### config.mk
export PLATFORM = sky130hd
export DESIGN_NAME = tls_server_hello_field_extractor
export DESIGN_NICKNAME = d
export VERILOG_FILES = /design/src/hdl/tshfe_pkg.sv /design/src/hdl/tshfe_parser.sv /design/src/hdl/tshfe_outq.sv /design/src/hdl/tls_server_hello_field_extractor.sv
export SDC_FILE = /design/constraint.sdc
export NUM_CORES = 1
export LEC_CHECK = 0
export BUFFER_PORTS_ARGS = -buffer_cell sky130_fd_sc_hd__clkbuf_2
export CAP_MARGIN = 15
export CORE_AREA = 5 5 252 205
export DETAILED_ROUTE_END_ITERATION = 8
export DIE_AREA = 0 0 257 210
export GPL_ROUTABILITY_DRIVEN = 0
export PLACE_DENSITY_LB_ADDON = 0.3
export SYNTH_ARGS = -nofsm -noshare
export SYNTH_HDL_FRONTEND = slang
export SYNTH_SLANG_ARGS = --single-unit
### constraint.sdc
create_clock -name clk -period 7.5 [get_ports clk]
set_input_delay 1.5 -clock clk [delete_from_list [all_inputs] [get_ports clk]]
set_output_delay 1.5 -clock clk [all_outputs]
set_load 0.03 [all_outputs]
### src/hdl/tshfe_pkg.sv
// shared types, phase codes and record layout of the server hello extractor
`default_nettype none

package tshfe_pkg;

  typedef enum logic [3:0] {
    PH_VERSION  = 4'd0,
    PH_RANDOM   = 4'd1,
    PH_SID_LEN  = 4'd2,
    PH_SID      = 4'd3,
    PH_CIPHER   = 4'd4,
    PH_COMP     = 4'd5,
    PH_EXT_LEN  = 4'd6,
    PH_EXT_HDR  = 4'd7,
    PH_EXT_BODY = 4'd8,
    PH_SKIP     = 4'd9,
    PH_DONE     = 4'd10,
    PH_ERROR    = 4'd11
  } phase_t;

  localparam logic [15:0] EXT_ALPN   = 16'h0010;
  localparam logic [15:0] EXT_SUPVER = 16'h002b;
  localparam logic [7:0]  RANDOM_LEN = 8'd32;
  localparam logic [7:0]  ALPN_NONE  = 8'h30;

  localparam logic REC_ENTRY   = 1'b0;
  localparam logic REC_SUMMARY = 1'b1;

  typedef struct packed {
    logic        record_kind;
    logic [15:0] extension_type;
    logic [15:0] tls_version;
    logic [15:0] cipher_suite;
    logic [7:0]  alpn_first_char;
    logic [7:0]  alpn_last_char;
    logic        alpn_present;
    logic [6:0]  listed_count;
    logic        parse_status;
    logic        quic_flag;
    logic        last_record;
  } record_t;

  // up to two records per input byte: an extension entry, then the summary
  typedef struct packed {
    logic    ent_valid;
    logic    sum_valid;
    record_t ent;
    record_t sum;
  } push_t;

  function automatic logic is_grease(input logic [15:0] v);
    return ((v & 16'h0f0f) == 16'h0a0a) && (v[15:8] == v[7:0]);
  endfunction

endpackage

`default_nettype wire

### src/hdl/tshfe_parser.sv
// byte-wise parse state and record generation for one server hello body
`default_nettype none

module tshfe_parser #(
  parameter int LIST_BYTES = 512,
  parameter int MAX_LISTED = 99
) (
  input  wire logic             clk,
  input  wire logic             rst,
  input  wire logic             fire,
  input  wire logic [7:0]       data_byte,
  input  wire logic             end_of_body,
  input  wire logic             is_quic,
  output tshfe_pkg::push_t      push
);

  localparam logic [12:0] LIST_LIM = 13'(LIST_BYTES);
  localparam logic [6:0]  LIST_CAP = 7'(MAX_LISTED);

  tshfe_pkg::phase_t parse_phase, parse_phase_next;
  logic [7:0]  field_counter, field_counter_next;
  logic [15:0] block_remaining, block_remaining_next;
  logic [15:0] current_ext_type, current_ext_type_next;
  logic [15:0] current_ext_len, current_ext_len_next;
  logic [15:0] ext_left, ext_left_next;
  logic [7:0]  alpn_name_len, alpn_name_len_next;
  logic [15:0] version_reg, version_reg_next;
  logic [15:0] cipher_reg, cipher_reg_next;
  logic [15:0] alpn_chars, alpn_chars_next;
  logic        alpn_seen, alpn_seen_next;
  logic [6:0]  listed_reg, listed_reg_next;
  logic        error_flag, error_flag_next;

  logic [15:0] br_dec;
  logic [15:0] ext_off;
  logic [15:0] sv_value;
  logic [12:0] list_pos;
  logic        may_list;
  logic        alpn_ok;
  logic        sum_ok;
  logic        ent_hit;

  function automatic tshfe_pkg::phase_t next_in_block(input logic [15:0] rem);
    if (rem == 16'd0) begin
      return tshfe_pkg::PH_DONE;
    end else if (rem >= 16'd4) begin
      return tshfe_pkg::PH_EXT_HDR;
    end else begin
      return tshfe_pkg::PH_SKIP;
    end
  endfunction

  // rendered list: four hex digits per type plus comma, five spare characters
  assign list_pos = ({6'd0, listed_reg} << 2) + {6'd0, listed_reg} + 13'd4;
  assign may_list = (listed_reg < LIST_CAP) &&
                    ((listed_reg == 7'd0) ? (13'd5 <= LIST_LIM) : (list_pos <= LIST_LIM));

  assign br_dec   = block_remaining - 16'd1;
  assign ext_off  = current_ext_len - ext_left;
  assign sv_value = {field_counter, data_byte};
  assign alpn_ok  = (alpn_name_len != 8'd0) &&
                    (({8'd0, alpn_name_len} + 16'd3) <= current_ext_len);

  always_comb begin
    parse_phase_next      = parse_phase;
    field_counter_next    = field_counter;
    block_remaining_next  = block_remaining;
    current_ext_type_next = current_ext_type;
    current_ext_len_next  = current_ext_len;
    ext_left_next         = ext_left;
    alpn_name_len_next    = alpn_name_len;
    version_reg_next      = version_reg;
    cipher_reg_next       = cipher_reg;
    alpn_chars_next       = alpn_chars;
    alpn_seen_next        = alpn_seen;
    listed_reg_next       = listed_reg;
    error_flag_next       = error_flag;
    ent_hit               = 1'b0;

    case (parse_phase)
      tshfe_pkg::PH_VERSION: begin
        version_reg_next = {version_reg[7:0], data_byte};
        if (field_counter == 8'd1) begin
          field_counter_next = 8'd0;
          parse_phase_next   = tshfe_pkg::PH_RANDOM;
        end else begin
          field_counter_next = field_counter + 8'd1;
        end
      end
      tshfe_pkg::PH_RANDOM: begin
        if (field_counter == tshfe_pkg::RANDOM_LEN - 8'd1) begin
          field_counter_next = 8'd0;
          parse_phase_next   = tshfe_pkg::PH_SID_LEN;
        end else begin
          field_counter_next = field_counter + 8'd1;
        end
      end
      tshfe_pkg::PH_SID_LEN: begin
        block_remaining_next = {8'd0, data_byte};
        parse_phase_next = (data_byte == 8'd0) ? tshfe_pkg::PH_CIPHER : tshfe_pkg::PH_SID;
      end
      tshfe_pkg::PH_SID: begin
        block_remaining_next = br_dec;
        if (br_dec == 16'd0) begin
          parse_phase_next = tshfe_pkg::PH_CIPHER;
        end
      end
      tshfe_pkg::PH_CIPHER: begin
        cipher_reg_next = {cipher_reg[7:0], data_byte};
        if (field_counter == 8'd1) begin
          field_counter_next = 8'd0;
          parse_phase_next   = tshfe_pkg::PH_COMP;
        end else begin
          field_counter_next = field_counter + 8'd1;
        end
      end
      tshfe_pkg::PH_COMP: begin
        parse_phase_next   = tshfe_pkg::PH_EXT_LEN;
        field_counter_next = 8'd0;
      end
      tshfe_pkg::PH_EXT_LEN: begin
        block_remaining_next = {block_remaining[7:0], data_byte};
        if (field_counter == 8'd1) begin
          field_counter_next = 8'd0;
          parse_phase_next   = next_in_block({block_remaining[7:0], data_byte});
        end else begin
          field_counter_next = field_counter + 8'd1;
        end
      end
      tshfe_pkg::PH_EXT_HDR: begin
        if (field_counter < 8'd2) begin
          current_ext_type_next = {current_ext_type[7:0], data_byte};
        end else begin
          current_ext_len_next = {current_ext_len[7:0], data_byte};
        end
        block_remaining_next = br_dec;
        if (field_counter == 8'd3) begin
          field_counter_next = 8'd0;
          if (current_ext_len_next > br_dec) begin
            error_flag_next  = 1'b1;
            parse_phase_next = tshfe_pkg::PH_ERROR;
          end else begin
            if (may_list) begin
              ent_hit         = 1'b1;
              listed_reg_next = listed_reg + 7'd1;
            end
            alpn_name_len_next = 8'd0;
            ext_left_next      = current_ext_len_next;
            if (current_ext_len_next == 16'd0) begin
              parse_phase_next = next_in_block(br_dec);
            end else begin
              parse_phase_next = tshfe_pkg::PH_EXT_BODY;
            end
          end
        end else begin
          field_counter_next = field_counter + 8'd1;
        end
      end
      tshfe_pkg::PH_EXT_BODY: begin
        if (current_ext_type == tshfe_pkg::EXT_ALPN && current_ext_len >= 16'd3) begin
          if (ext_off == 16'd2) begin
            alpn_name_len_next = data_byte;
          end else if (ext_off > 16'd2 && alpn_ok) begin
            // a one-character name sets both characters on the same byte
            if (ext_off == 16'd3) begin
              alpn_chars_next[15:8] = data_byte;
            end
            if (ext_off == {8'd0, alpn_name_len} + 16'd2) begin
              alpn_chars_next[7:0] = data_byte;
              alpn_seen_next       = 1'b1;
            end
          end
        end else if (current_ext_type == tshfe_pkg::EXT_SUPVER &&
                     current_ext_len >= 16'd2) begin
          if (ext_off == 16'd0) begin
            field_counter_next = data_byte;
          end else if (ext_off == 16'd1) begin
            if (!tshfe_pkg::is_grease(sv_value)) begin
              version_reg_next = sv_value;
            end
          end
        end
        ext_left_next        = ext_left - 16'd1;
        block_remaining_next = br_dec;
        if (ext_left == 16'd1) begin
          field_counter_next = 8'd0;
          parse_phase_next   = next_in_block(br_dec);
        end
      end
      tshfe_pkg::PH_SKIP: begin
        block_remaining_next = br_dec;
        if (br_dec == 16'd0) begin
          parse_phase_next = tshfe_pkg::PH_DONE;
        end
      end
      default: begin
      end
    endcase
  end

  assign sum_ok = !error_flag_next && (parse_phase_next == tshfe_pkg::PH_DONE ||
                                       parse_phase_next == tshfe_pkg::PH_EXT_LEN);

  always_comb begin
    push.ent_valid = fire && ent_hit;
    push.sum_valid = fire && end_of_body;

    push.ent                = '0;
    push.ent.record_kind    = tshfe_pkg::REC_ENTRY;
    push.ent.extension_type = current_ext_type_next;

    push.sum                 = '0;
    push.sum.record_kind     = tshfe_pkg::REC_SUMMARY;
    push.sum.tls_version     = sum_ok ? version_reg_next : 16'd0;
    push.sum.cipher_suite    = sum_ok ? cipher_reg_next : 16'd0;
    push.sum.alpn_first_char = sum_ok ? alpn_chars_next[15:8] : tshfe_pkg::ALPN_NONE;
    push.sum.alpn_last_char  = sum_ok ? alpn_chars_next[7:0] : tshfe_pkg::ALPN_NONE;
    push.sum.alpn_present    = sum_ok && alpn_seen_next;
    push.sum.listed_count    = sum_ok ? listed_reg_next : 7'd0;
    push.sum.parse_status    = !sum_ok;
    push.sum.quic_flag       = is_quic;
    push.sum.last_record     = 1'b1;
  end

  // the final byte of a body puts the parser back to its start state
  always_ff @(posedge clk) begin
    if (rst || (fire && end_of_body)) begin
      parse_phase      <= tshfe_pkg::PH_VERSION;
      field_counter    <= 8'd0;
      block_remaining  <= 16'd0;
      current_ext_type <= 16'd0;
      current_ext_len  <= 16'd0;
      ext_left         <= 16'd0;
      alpn_name_len    <= 8'd0;
      version_reg      <= 16'd0;
      cipher_reg       <= 16'd0;
      alpn_chars       <= {tshfe_pkg::ALPN_NONE, tshfe_pkg::ALPN_NONE};
      alpn_seen        <= 1'b0;
      listed_reg       <= 7'd0;
      error_flag       <= 1'b0;
    end else if (fire) begin
      parse_phase      <= parse_phase_next;
      field_counter    <= field_counter_next;
      block_remaining  <= block_remaining_next;
      current_ext_type <= current_ext_type_next;
      current_ext_len  <= current_ext_len_next;
      ext_left         <= ext_left_next;
      alpn_name_len    <= alpn_name_len_next;
      version_reg      <= version_reg_next;
      cipher_reg       <= cipher_reg_next;
      alpn_chars       <= alpn_chars_next;
      alpn_seen        <= alpn_seen_next;
      listed_reg       <= listed_reg_next;
      error_flag       <= error_flag_next;
    end
  end

endmodule

`default_nettype wire

### src/hdl/tshfe_outq.sv
// four-entry result queue taking up to two records per cycle
`default_nettype none

module tshfe_outq (
  input  wire logic               clk,
  input  wire logic               rst,
  input  wire tshfe_pkg::push_t   push,
  input  wire logic               out_stall,
  output logic                    out_valid,
  output tshfe_pkg::record_t      head,
  output logic                    full
);

  localparam int DEPTH = 4;
  localparam int PW    = $clog2(DEPTH);

  tshfe_pkg::record_t mem [DEPTH];
  logic [PW-1:0] wr_ptr, wr_ptr_next;
  logic [PW-1:0] rd_ptr, rd_ptr_next;
  logic [PW:0]   count, count_next;
  logic          pop;
  logic [PW-1:0] sum_addr;

  assign out_valid = (count != '0);
  assign head      = mem[rd_ptr];
  // room must exist for an entry and a summary from the same byte
  assign full      = (count > (PW+1)'(DEPTH - 2));
  assign pop       = out_valid && !out_stall;
  assign sum_addr  = push.ent_valid ? wr_ptr + PW'(1) : wr_ptr;

  always_comb begin
    wr_ptr_next = wr_ptr + PW'(push.ent_valid) + PW'(push.sum_valid);
    rd_ptr_next = rd_ptr + PW'(pop);
    count_next  = count + (PW+1)'(push.ent_valid) + (PW+1)'(push.sum_valid)
                  - (PW+1)'(pop);
  end

  always_ff @(posedge clk) begin
    if (push.ent_valid) begin
      mem[wr_ptr] <= push.ent;
    end
    if (push.sum_valid) begin
      mem[sum_addr] <= push.sum;
    end
  end

  always_ff @(posedge clk) begin
    if (rst) begin
      wr_ptr <= '0;
      rd_ptr <= '0;
      count  <= '0;
    end else begin
      wr_ptr <= wr_ptr_next;
      rd_ptr <= rd_ptr_next;
      count  <= count_next;
    end
  end

endmodule

`default_nettype wire

### src/hdl/tls_server_hello_field_extractor.sv
// top level of the server hello field extractor
//
//  channel | signals                                        | transaction
//  --------+------------------------------------------------+-------------------------------
//  in      | in_valid, in_stall, data_byte, end_of_body,    | one body byte
//          | is_quic                                        |
//  out     | out_valid, out_stall, record_kind ... last_rec | extension entry or summary
//
// one byte is taken every cycle while in_stall is low; its records sit in a four-entry queue
// from the next cycle; a byte yields at most an entry and a summary, so in_stall rises while
// fewer than two slots are free; the queue drains one record per cycle while out_stall is low
// rst clears the parser state and empties the queue; the final byte restarts the parser
`default_nettype none

module tls_server_hello_field_extractor #(
  parameter int LIST_BYTES = 512,
  parameter int MAX_LISTED = 99
) (
  input  wire logic        clk,
  input  wire logic        rst,
  input  wire logic        in_valid,
  output logic             in_stall,
  input  wire logic [7:0]  data_byte,
  input  wire logic        end_of_body,
  input  wire logic        is_quic,
  output logic             out_valid,
  input  wire logic        out_stall,
  output logic             record_kind,
  output logic [15:0]      extension_type,
  output logic [15:0]      tls_version,
  output logic [15:0]      cipher_suite,
  output logic [7:0]       alpn_first_char,
  output logic [7:0]       alpn_last_char,
  output logic             alpn_present,
  output logic [6:0]       listed_count,
  output logic             parse_status,
  output logic             quic_flag,
  output logic             last_record
);

  tshfe_pkg::push_t   push;
  tshfe_pkg::record_t head;
  logic               q_full;
  logic               fire;

  assign in_stall = q_full;
  assign fire     = in_valid && !q_full;

  tshfe_parser #(
    .LIST_BYTES (LIST_BYTES),
    .MAX_LISTED (MAX_LISTED)
  ) u_parser (
    .clk         (clk),
    .rst         (rst),
    .fire        (fire),
    .data_byte   (data_byte),
    .end_of_body (end_of_body),
    .is_quic     (is_quic),
    .push        (push)
  );

  tshfe_outq u_outq (
    .clk       (clk),
    .rst       (rst),
    .push      (push),
    .out_stall (out_stall),
    .out_valid (out_valid),
    .head      (head),
    .full      (q_full)
  );

  assign record_kind     = head.record_kind;
  assign extension_type  = head.extension_type;
  assign tls_version     = head.tls_version;
  assign cipher_suite    = head.cipher_suite;
  assign alpn_first_char = head.alpn_first_char;
  assign alpn_last_char  = head.alpn_last_char;
  assign alpn_present    = head.alpn_present;
  assign listed_count    = head.listed_count;
  assign parse_status    = head.parse_status;
  assign quic_flag       = head.quic_flag;
  assign last_record     = head.last_record;

endmodule

`default_nettype wire
==> flow_metrics.env <==
export IMPL_fillers=4244
export IMPL_wirelength_um=60420
export IMPL_post_drt_wl_per_cell_um=20.67
export IMPL_path_cells="inv_1 -> ha_1 -> or3b_1 -> nor4_1 -> xnor2_1 -> ha_1 -> and4_1 -> a221oi_1 -> o21a_1 -> a21boi_4 -> o31ai_1 -> nand2_1 -> nand3b_1 -> or2_4 -> buf_4 -> nor2_4"
export IMPL_placed_area_um2=24130
export IMPL_die_area_um2=53970
export IMPL_ys_warn_count=0
export IMPL_clock_path_buffers=3
export IMPL_cts_setup_buffers=0
export IMPL_htree_levels=2
export IMPL_regArea_um2=11300
export IMPL_die_w_um=257
export IMPL_dpl_cell_count=2833
export IMPL_first_global_vias=16961
export IMPL_ctsHoldBuffers=0
export IMPL_cap_violations=0
export IMPL_grt_max_degree=69
export IMPL_stdcell_count=2923
export IMPL_tritoncts="done"
export IMPL_io_pin_count=92
export IMPL_synthToLayoutAreaGrowth_pct=10.43
export IMPL_synth_largest_area_cell="edfxtp_1"
export IMPL_synth_seq_area_share_pct=48.59
export IMPL_yosys_register_bits=448
export IMPL_clk_pin_slew_ns=0.06
export IMPL_worst_slew_pin_slew_ns=1.108
export IMPL_p_total_mw=6.677
export IMPL_post_cts_resized=0
export IMPL_grt_antenna_before_repair=1
export IMPL_critPathLaunchType="register"
export IMPL_via_per_inst=5.964
export IMPL_endpoint_kind="register"
export IMPL_status="finished clean"
export IMPL_synthFlopType="edfxtp_1"
export IMPL_drive_gt1_share_pct=16.15
export IMPL_p_per_area_nw_per_um2=260.2
export IMPL_synth_area_top_cells="edfxtp_1 (30%), dfxtp_1 (19%), mux4_2 (7.3%)"
export IMPL_final_core_util_pct=52.41
export IMPL_slew_headroom_pct=26.03
export IMPL_avgSynthCellArea_um2=10.43
export IMPL_synth_cells=2227
export IMPL_arrival_ns=6.37
export IMPL_fin_crit_sh_pct=80.65
export IMPL_tns_ns=0
export IMPL_final_nets=2329
export IMPL_rows=73
export IMPL_synth_cell_type_count=85
export IMPL_num_vias=17434
export IMPL_clk_latency_ns=0.59
export IMPL_overflow=0
export IMPL_core_area_um2=48960
export IMPL_regMostFlops="u_outq.mem"
export IMPL_hold_viol_final=0
export IMPL_netlist_area_um2=23230
export IMPL_drtAntennaViolNets=0
export IMPL_initial_core_util_pct=47.46
export IMPL_syn_nets=2309
export IMPL_multi_input_area_um2=10990
export IMPL_grt_setup_unrepaired="false"
export IMPL_vdd_drop_max_v=0.0001619
export IMPL_required_ns=7.82
export IMPL_numPortBuffers=91
export IMPL_drt_iter0_drc=1695
export IMPL_setup_violations=0
export IMPL_critical_path_class="reg -> reg"
export IMPL_drv_slew=0
export IMPL_final_area_um2=25660
export IMPL_synth_edf_count=232
export IMPL_largest_reg_flops=300
export IMPL_fmax_mhz=165.3
export IMPL_synth_top_area_share_pct=29.98
export IMPL_place_hpwl_um=39260
export IMPL_finClkSkew_ns=0.01690
export IMPL_fp_dieH_um=210
export IMPL_first_pass_iters=6
export IMPL_critPathMostFrequentCell="ha_1"
export IMPL_async_reset_ff_share_pct=0
export IMPL_period_minus_slack_ns=6.048
export IMPL_critPathSlowestCell="nand3b_1"
export IMPL_crit_path_max_fanout=24
export IMPL_cts_sinks=448
export IMPL_drc=0
export IMPL_p_leak_nw=8.818
export IMPL_grtUsageTotal_pct=21.79
export IMPL_root_buffer="clkbuf_16"
export IMPL_max_stage_delay_ns=0.70
export IMPL_grt_pass1_wl_um=95480
export IMPL_cts_buffers=46
export IMPL_worstHoldPathType="reg -> reg"
cells by family (layout without fill, tap and decap cells):
family / after synthesis / in the layout / share of synthesized area [%]
AND/OR/NAND/NOR: 826 / 826 / 17.58
flip-flops: 448 / 448 / 48.59
AO/OA/AOI/OAI: 414 / 414 / 11.44
buffers and inverters: 229 / 287 / 4.367
multiplexers: 178 / 178 / 11.74
adder cells (fa/ha/maj): 69 / 69 / 3.866
XOR/XNOR: 63 / 63 / 2.407
other: 0 / 1 / 0
layer usage:
layer / vias up / share of wire, % / GRT usage, %
met5: - / 0 / 0
met4: 0 / 2.3 / 5.848
met3: 109 / 8.2 / 4.503
met2: 719 / 47 / 34.88
met1: 8541 / 43 / 30.59
li1: 8065 / - / -
cell usage after synthesis, types with 49 or more instances:
cell type / instances
mux4_2: 75
dfxtp_1: 216
nand3_1: 53
clkbuf_1: 98
ha_1: 63
inv_1: 67
a21oi_1: 147
nand2_1: 148
o21ai_0: 63
nor2_1: 380
nor2_4: 49
mux2i_1: 97
edfxtp_1: 232
a211oi_1: 84
layout by cell type, fill, tap and decap left out, types with 46 or more instances in the layout:
cell type  instances
nor2_1           378
edfxtp_1         232
dfxtp_1          214
nand2_1          148
a21oi_1          147
mux2i_1           97
clkbuf_2          91
a211oi_1          84
mux4_2            75
inv_1             67
o21ai_0           63
ha_1              63
nand3_1           53
nor2_4            49
clkbuf_16         46
worst paths after layout:
kind                          startpoint                       to  slack (ns)  cells past startpoint
min              u_parser.cipher_reg[15]  u_parser.cipher_reg[15]        0.45                      2
min reg2reg      u_parser.cipher_reg[15]  u_parser.cipher_reg[15]        0.45                      2
max reg2reg  u_parser.block_remaining[0]        u_outq.mem[1][53]        1.45                     16
max          u_parser.block_remaining[0]        u_outq.mem[1][53]        1.45                     16
power by group:
group / switching [mW] / total [mW] / internal, mW / leakage (nW)
clock network: 0.991 / 2.27 / 1.28 / 0.720
logic: 1.03 / 1.61 / 0.573 / 4.07
registers: 0.131 / 2.80 / 2.67 / 4.03
area by class of cell:
class,count,area share [%]
inverter,68,1.005
multi-input combinational,1550,42.84
timing repair buffer,133,3.194
clock inverter,21,0.8095
tap,637,3.106
sequential,448,44.03
antenna,1,0.009753
clock buffer,65,4.998
worst max-delay path: cells and delay by family, from the launching register on:
kind	cells	cell delay (ns)
flops	1	0.38
fa+ha+maj	2	0.50
xor+xnor	1	0.24
simple gates	7	2.60
buf+inv	2	0.74
compound gates	4	1.28
through the flow:
step / hold WS [ns] / worst slack (ns)
after global routing: 0.4770 / 0.9592
after CTS: 0.4553 / 1.564
after global placement: 0.4330 / 1.375
after floorplan: 0.4212 / 1.667
final: 0.4549 / 1.452
after detailed placement: 0.4460 / 1.295
(Power assumes the default switching activity.)
